**config.mk**
```make
export PLATFORM = sky130hd
export DESIGN_NAME = sie_div
export DESIGN_NICKNAME = d
export VERILOG_FILES = /design/src/sixteen_bit_isa_execute_step_defines.svh /design/src/sie_pkg.sv /design/src/sie_div.sv
export SDC_FILE = /design/constraint.sdc
export NUM_CORES = 1
export LEC_CHECK = 0
export BUFFER_PORTS_ARGS = -buffer_cell sky130_fd_sc_hd__buf_2
export CORE_AREA = 5 5 112 114
export DETAILED_ROUTE_END_ITERATION = 6
export DIE_AREA = 0 0 117 119
export PLACE_DENSITY_LB_ADDON = 0.08
export SYNTH_ARGS = -nofsm -noshare
export SYNTH_HDL_FRONTEND = slang
export SYNTH_SLANG_ARGS = --single-unit
export TNS_END_PERCENT = 5
```
**constraint.sdc**
```tcl
create_clock -name clk -period 6.8 [get_ports clk]
set_clock_uncertainty 0.05 [all_clocks]
set_input_delay 0.34 -clock clk [delete_from_list [all_inputs] [get_ports clk]]
set_output_delay 0.34 -clock clk [all_outputs]
set_load 0.005 [all_outputs]
```
**src/sixteen_bit_isa_execute_step_defines.svh**
```systemverilog
// assertion macros used by the execute step design file
`ifndef SIXTEEN_BIT_ISA_EXECUTE_STEP_DEFINES_SVH
`define SIXTEEN_BIT_ISA_EXECUTE_STEP_DEFINES_SVH

// implication checked every clock, quiet during reset
`define SIE_ASSERT_IMP(label, clk, rst, cond, prop, msg) \
  label: assert property (@(posedge clk) disable iff (rst) (cond) |-> (prop)) \
    else $error(msg);

// next-cycle implication checked every clock, quiet during reset
`define SIE_ASSERT_NEXT(label, clk, rst, cond, prop, msg) \
  label: assert property (@(posedge clk) disable iff (rst) (cond) |=> (prop)) \
    else $error(msg);

`endif

```
**src/sie_pkg.sv**
```systemverilog
package sie_pkg;

  localparam int unsigned MEM_WORDS_DEFAULT = 65536;

  localparam logic [15:0] PC_RESET  = 16'h8200;
  localparam logic [2:0]  NZP_NEG   = 3'd4;
  localparam logic [2:0]  NZP_ZERO  = 3'd2;
  localparam logic [2:0]  NZP_POS   = 3'd1;

  localparam logic [3:0] OPC_BR     = 4'h0;
  localparam logic [3:0] OPC_ARITH  = 4'h1;
  localparam logic [3:0] OPC_CMP    = 4'h2;
  localparam logic [3:0] OPC_JSR    = 4'h4;
  localparam logic [3:0] OPC_LOGIC  = 4'h5;
  localparam logic [3:0] OPC_LDR    = 4'h6;
  localparam logic [3:0] OPC_STR    = 4'h7;
  localparam logic [3:0] OPC_RTI    = 4'h8;
  localparam logic [3:0] OPC_CONST  = 4'h9;
  localparam logic [3:0] OPC_SHIFT  = 4'hA;
  localparam logic [3:0] OPC_JMP    = 4'hC;
  localparam logic [3:0] OPC_HICON  = 4'hD;
  localparam logic [3:0] OPC_TRAP   = 4'hF;
  localparam logic [3:0] OPC_BAD3 = 4'h3, OPC_BADB = 4'hB, OPC_BADE = 4'hE;

  // sub-operation codes inside the arith, logic and shift groups
  localparam logic [1:0] AR_ADD = 2'd0, AR_MUL = 2'd1, AR_SUB = 2'd2, AR_DIV = 2'd3;
  localparam logic [1:0] LG_AND = 2'd0, LG_NOT = 2'd1, LG_OR = 2'd2, LG_XOR = 2'd3;
  localparam logic [1:0] SH_SLL = 2'd0, SH_SRA = 2'd1, SH_SRL = 2'd2, SH_MOD = 2'd3;

  typedef struct packed {
    logic [15:0] pc_before;
    logic        reg_we;
    logic [2:0]  reg_dest;
    logic [15:0] reg_value;
    logic        nzp_we;
    logic [2:0]  nzp_value;
    logic        data_we;
    logic [15:0] data_addr;
    logic [15:0] data_value;
    logic        invalid;
    logic        privileged;
  } trace_t;

  // divider request / response between sequencer and divide unit
  typedef struct packed {
    logic        start;
    logic [15:0] dividend;
    logic [15:0] divisor;
  } div_req_t;

  typedef struct packed {
    logic        done;
    logic [15:0] quot;
    logic [15:0] rem;
  } div_rsp_t;

  function automatic logic [15:0] sext(input logic [15:0] v, input int unsigned bits);
    logic [15:0] r;
    r = v;
    for (int i = 0; i < 16; i++) begin
      if (i >= bits) r[i] = v[bits-1];
    end
    return r;
  endfunction

  function automatic logic [2:0] nzp_of(input logic [15:0] v);
    logic [2:0] r;
    if (v == 16'd0) r = NZP_ZERO;
    else if (v[15]) r = NZP_NEG;
    else r = NZP_POS;
    return r;
  endfunction

endpackage

```
**src/sie_div.sv**
```systemverilog
module sie_div
  import sie_pkg::*;
(
  input  logic     clk,
  input  logic     rst,
  input  div_req_t req,
  output div_rsp_t rsp
);
  // restoring divide on magnitudes, one quotient bit per cycle
  logic        busy;
  logic        done;
  logic [3:0]  count;
  logic [15:0] q;
  logic [16:0] r;
  logic [15:0] dvs;
  logic        neg_q;
  logic        neg_r;
  logic        zero;
  logic [16:0] trial;
  logic [15:0] a_mag;
  logic [15:0] b_mag;

  assign a_mag = req.dividend[15] ? 16'(-req.dividend) : req.dividend;
  assign b_mag = req.divisor[15] ? 16'(-req.divisor) : req.divisor;
  assign trial = {r[15:0], q[15]} - {1'b0, dvs};

  always_ff @(posedge clk) begin
    if (rst) begin
      busy <= 1'b0;
      done <= 1'b0;
    end else begin
      done <= 1'b0;
      if (req.start) begin
        busy <= 1'b1;
        count <= 4'd15;
      end else if (busy) begin
        if (count == 4'd0) begin
          busy <= 1'b0;
          done <= 1'b1;
        end
        count <= count - 4'd1;
      end
    end
  end

  always_ff @(posedge clk) begin
    if (req.start) begin
      q <= a_mag;
      r <= 17'd0;
      dvs <= b_mag;
      neg_q <= req.dividend[15] ^ req.divisor[15];
      neg_r <= req.dividend[15];
      zero <= (req.divisor == 16'd0);
    end else if (busy) begin
      if (!trial[16]) begin
        r <= trial;
        q <= {q[14:0], 1'b1};
      end else begin
        r <= {r[15:0], q[15]};
        q <= {q[14:0], 1'b0};
      end
    end
  end

  always_comb begin
    rsp.done = done;
    rsp.quot = zero ? 16'd0 : (neg_q ? 16'(-q) : q);
    rsp.rem  = zero ? 16'd0 : (neg_r ? 16'(-r[15:0]) : r[15:0]);
  end
endmodule

```
### Word level (Yosys, flattened, before mapping)

Index checks and enable logic that the tools add are counted.

| operators by class | value |
|---|---|
| $add $sub $neg | 6 |
| bitwise gates (word level) | 3 |
| muxes and demuxes | 15 |
| reductions and logical operators | 5 |

Operator list:

| cell | count |
|---|---|
| 2-to-1 mux 16 bit | 8 |
| negator 16 bit | 4 |
| subtractor 17 x 16 -> 17 bit | 1 |
| logical NOT 16 bit | 1 |
| 2-to-1 mux 15 bit | 1 |
| 2-to-1 mux 1 bit | 5 |
| logical NOT 4 bit | 1 |
| 2-to-1 mux 4 bit | 1 |
| subtractor 4 x 1 -> 4 bit, second input constant | 1 |
| OR reduction 3 bit | 1 |
| NOT 1 bit | 2 |
| AND reduction 2 bit | 1 |
| nonzero test 2 bit | 1 |
| XOR 1 bit | 1 |

| word-level totals | value |
|---|---|
| flip-flop bits (word level) | 57 |
| word-level logic and storage cells | 39 |
| input bits | 35 |

### Depth between registers and ports, before layout

| logic depth | value |
|---|---|
| word-level depth | 4 |
| gate-level depth with buffers | 12 |
| depth with buffers taken out | 10 |

### Worst setup path before layout

No wires, ideal clock.

| path | value |
|---|---|
| path type | reg-to-reg |
| from | reg q[15] |
| to | reg r[4] |
| data required time | 6659 ps |
| setup slack | 4206 ps |
| arrival time | 2453 ps |
| stages on the path, launching flop included | 12 |
| period minus slack after synthesis | 2594 ps |
| path through | edfxtp_1 > inv_1 > ha_1 > fa_1 > nor2b_1 > o2111a_1 > nor3_2 > nor4_4 > o31a_1 > buf_2 > o21ai_0 > a311oi_1 |

| between the ends | value |
|---|---|
| longest elaborated chain between the ends | 2 |

RTL lines:

| item | RTL line | source |
|---|---|---|
| start, declared | sie_div.sv:13 | `logic [15:0] q;` |
| start signal, assigned | sie_div.sv:48 | `q <= a_mag;` |
| start signal, assigned | sie_div.sv:57 | `q <= {q[14:0], 1'b1};` |
| start signal, assigned | sie_div.sv:60 | `q <= {q[14:0], 1'b0};` |
| subtractor 17 x 16 -> 17 bit | sie_div.sv:25 | `assign trial = {r[15:0], q[15]} - {1'b0, dvs};` |
| 2-to-1 mux 16 bit | sie_div.sv:55 | `if (!trial[16]) begin` |
| end signal, assigned | sie_div.sv:56 | `r <= trial;` |
| end signal, assigned | sie_div.sv:59 | `r <= {r[15:0], q[15]};` |
| end, declared | sie_div.sv:14 | `logic [16:0] r;` |

No other way between the ends.
A chain may end at the register's enable or synchronous reset.

### Final worst setup path

| path | value |
|---|---|
| from | reg r[12] |
| to | reg r[10] |

| between the ends | value |
|---|---|
| longest elaborated chain between the ends | 2 |

RTL lines:

| item | RTL line |
|---|---|
| subtractor 17 x 16 -> 17 bit | sie_div.sv:25 |
| 2-to-1 mux 16 bit | sie_div.sv:55 |

No other way between the ends.

==> run_results.csv <==
group,metric,value,unit
cts,clk_pin_slew,50,ps
synth,synth-edff-count,39,
synth,yosys_warnings,0,
synth,yosysSeqAreaShare,34.30,%
detailed_routing,first_pass_iters,5,
synth,synth_area,0.004466,sq mm
setup_path,startpoint_type,"register",
floorplanning,die_w,117,microns
setup_path,endpoint_kind,"register",
global_route,grt_max_degree,68,
setup_path,cp.arrival,3360,ps
synth,yosys.area_share.adder,6.332,%
timing,tightestPinTransition,1075,ps
cts,postCtsHoldBufs,0,
timing,drv_slew,0,
synth,ys_ff_latch,57,
synth,synth_ff_type,"edfxtp_1",
synth,netlist.area_leader.share,26.23,%
floorplanning,chipHeight,119,microns
synth,synth-xor-area-share,12.75,%
detailed_routing,drt-initial-drc-count,247,
synth,synth_compound_area_share,19.17,%
setup_path,r2r_start,"r[12]$_SDFFE_PP0P_",
detailed_routing,avgRoutedWirePerCell,14.75,microns
setup_path,worst_path_largest_cell_delay,860,ps
flow_run,max_cap_violations,0,
timing,rsz0062_at_grt,"no",
synth,muxShareOfSynthArea,1.121,%
detailed_routing,final_antenna_net_count,0,
pwr,p_leak,2.163,nW
cts,htreeDepth,3,
cells_and_area,insertedDiodeCount,0,
hold_path,hp-class,"input pin to register",
synth,synth_top_family_by_area,"simple AND/OR/NAND/NOR gates",
synth,synthSimpleGateAreaFrac,21.01,%
global_route,grt_pass1_vias,3571,
hold_path,hold_end,"done$_SDFF_PP0_",
cts,tritoncts,"built",
timing,finalHoldViolCount,0,
setup_path,cpMaxStageDelayCell,"nor4_2",
setup_path,r2r_end,"r[10]$_SDFFE_PP0P_",
cts,cts_buffers,9,
cts,clock_latency,320,ps
synth,syn_avg_cell_area,8.473,sq um
global_route,grt_antenna_before_repair,0,
cells_and_area,fillers,1143,
timing,min_period_over_period,47.11,%
cells_and_area,area_growth,15.47,%
timing,fin_setup_tns,0,ps
setup_path,rrSetupSlack,3600,ps
setup_path,r2r_cells,8,
cells_and_area,drive_above_1_share,15.67,%
placed_design,dp_hpwl,8253,microns
floorplanning,io_pins,68,
floorplanning,initial_utilization,39.45,%
global_route,grtUsageTotal,15.82,%
setup_path,path_max_fanout,14,
hold_path,hold-path-cell-count,2,
status,outcome,"complete, no violations",
synth,syn-num-nets,584,
pwr,ir_drop,0.09068,mV
global_route,gr-total-overflow,0,
floorplanning,core,0.01132,sq mm
timing,hold-worst-slack,164.6,ps
timing,fmax,312.2,MHz
synth,syn_inst,527,
cts,clockRootBuffer,"clkbuf_16",
setup_path,crit_type,"register to register",
cts,cts_resized,0,
detailed_routing,vias,3906,
pwr,power_density,219.9,mW/mm^2
cts,cts_sinks,57,
detailed_routing,drt-total-wl,10770,microns
cts,post_cts_buffers,0,
cts,clock_path_buffers,2,
placed_design,io_buffers,67,
floorplanning,dieArea,0.01392,sq mm
synth,postSynth.asyncResetShare,0,%
placed_design,place.gp.congestion,0.8650,
setup_path,path_cells,"ha_1 -> a21o_1 -> a221oi_2 -> o21ai_1 -> and2_4 -> nor4_2 -> nor2_1 -> a221o_1",
floorplanning,placementRows,39,
cells_and_area,fin_nets,639,
synth,synth_most_common_cell,"nor2_1",
timing,relSlewSlack,28.35,%
hold_path,min_from,"rst",
synth,synth_area_leaders,"edfxtp_1 (26%), dfxtp_1 (8.1%), xor2_1 (6.5%)",
synth,ys_types,61,
setup_path,worstPathRequired,6960,ps
timing,setup_viol,0,
synth,synthTopCellsByCount,"nor2_1 (76), nand2_1 (44), edfxtp_1 (39), inv_1 (35), xor2_1 (33)",
detailed_routing,viasPerCell,5.351,
timing,finalCriticalPeriod,3204,ps
synth,yosysTopAreaCell,"edfxtp_1",
global_route,grt_pass1_wl,17820,microns
detailed_routing,route.detailed.drc,0,
## cells by family after synthesis
logic type	Yosys count
compound gates	124
xor+xnor	65
fa+ha+maj	22
buf+inv	59
flops	57
mux	5
simple gates	195
## sequential cells by signal, indices dropped and copies added (netlist names)
| register | count |
|---|---|
| neg_q | 1 |
| r | 16 |
| zero | 1 |
| count | 4 |
| dvs | 16 |
| q | 16 |
| neg_r | 1 |
| done | 1 |
| busy | 1 |
## power by group
part	internal (W)	leakage (nW)	switching [W]
sequential	0.000407	0.525	0.0000361
clock	0.000264	0.139	0.000148
combinational	0.000125	1.50	0.000154
total	0.000796	2.16	0.000338
## layout make-up
cell class	instances	area (sq um)	area share, %
Clock buffer	13	260.3	5.047
Timing Repair Buffer	68	342.8	6.649
Clock inverter	3	15.01	0.2912
Tap cell	143	178.9	3.470
Sequential cell	57	1531	29.70
Inverter	35	131.4	2.548
Multi-Input combinational cell	411	2696	52.29
## worst max path at each step
| stage | slack, ps | from | endpoint | cells past startpoint |
|---|---|---|---|---|
| after floorplan | 4210 | q[15]$_DFFE_PN_ | r[4]$_SDFFE_PP0P_ | 11 |
| after global placement | 3640 | q[15]$_DFFE_PN_ | r[10]$_SDFFE_PP0P_ | 10 |
| after detailed placement | 3550 | q[15]$_DFFE_PN_ | r[10]$_SDFFE_PP0P_ | 10 |
| after CTS | 3560 | q[15]$_DFFE_PN_ | r[10]$_SDFFE_PP0P_ | 10 |
| after global routing | 3230 | q[15]$_DFFE_PN_ | r[10]$_SDFFE_PP0P_ | 10 |
| final | 3600 | r[12]$_SDFFE_PP0P_ | r[10]$_SDFFE_PP0P_ | 8 |
## worst max-delay path, delay by kind of cell, from the launching register on
kind	cells	cell delay (ps)
AOI/OAI and AO/OA	4	1000
adders and majority gates	1	320
DFF	1	410
and+or+nand+nor	3	1300
## per-layer routing
| layer | part of all wire (%) | global-route usage (%) |
|---|---|---|
| met1 | 50 | 24.01 |
| met2 | 42 | 22.65 |
| met3 | 6.2 | 2.333 |
| met4 | 1.6 | 5.591 |
| met5 | 0 | 0 |
## metrics by stage
step           total power (W)  instance area, sq um  instances  util [%]  setup slack, ps
3_5_place_dp         0.0007296                  4881        714     43.11             3554
3_3_place_gp         0.0007281                  4881        714     43.11             3643
2_1_floorplan        0.0006401                  4466        527         -             4206
4_1_cts               0.001146                  5156        730     45.55             3558
5_1_grt               0.001201                  5156        730     45.55             3229
6_report              0.001134                  5156        730     45.55             3596
## layout by cell type (no fill, tap or decap), drive strengths merged, types with 7 or more instances in the layout
master	count
o31ai	16
a21oi	26
nand3	10
nor2	76
o211ai	7
nor4	7
buf	68
dfxtp	18
a311oi	7
edfxtp	39
o41ai	7
o21ai	29
or4	8
ha	21
nor3	11
clkbuf	13
xor2	33
nand2	44
nand2b	10
xnor2	32
or3	7
inv	35
No activity file was read; power rests on OpenSTA's default activity.
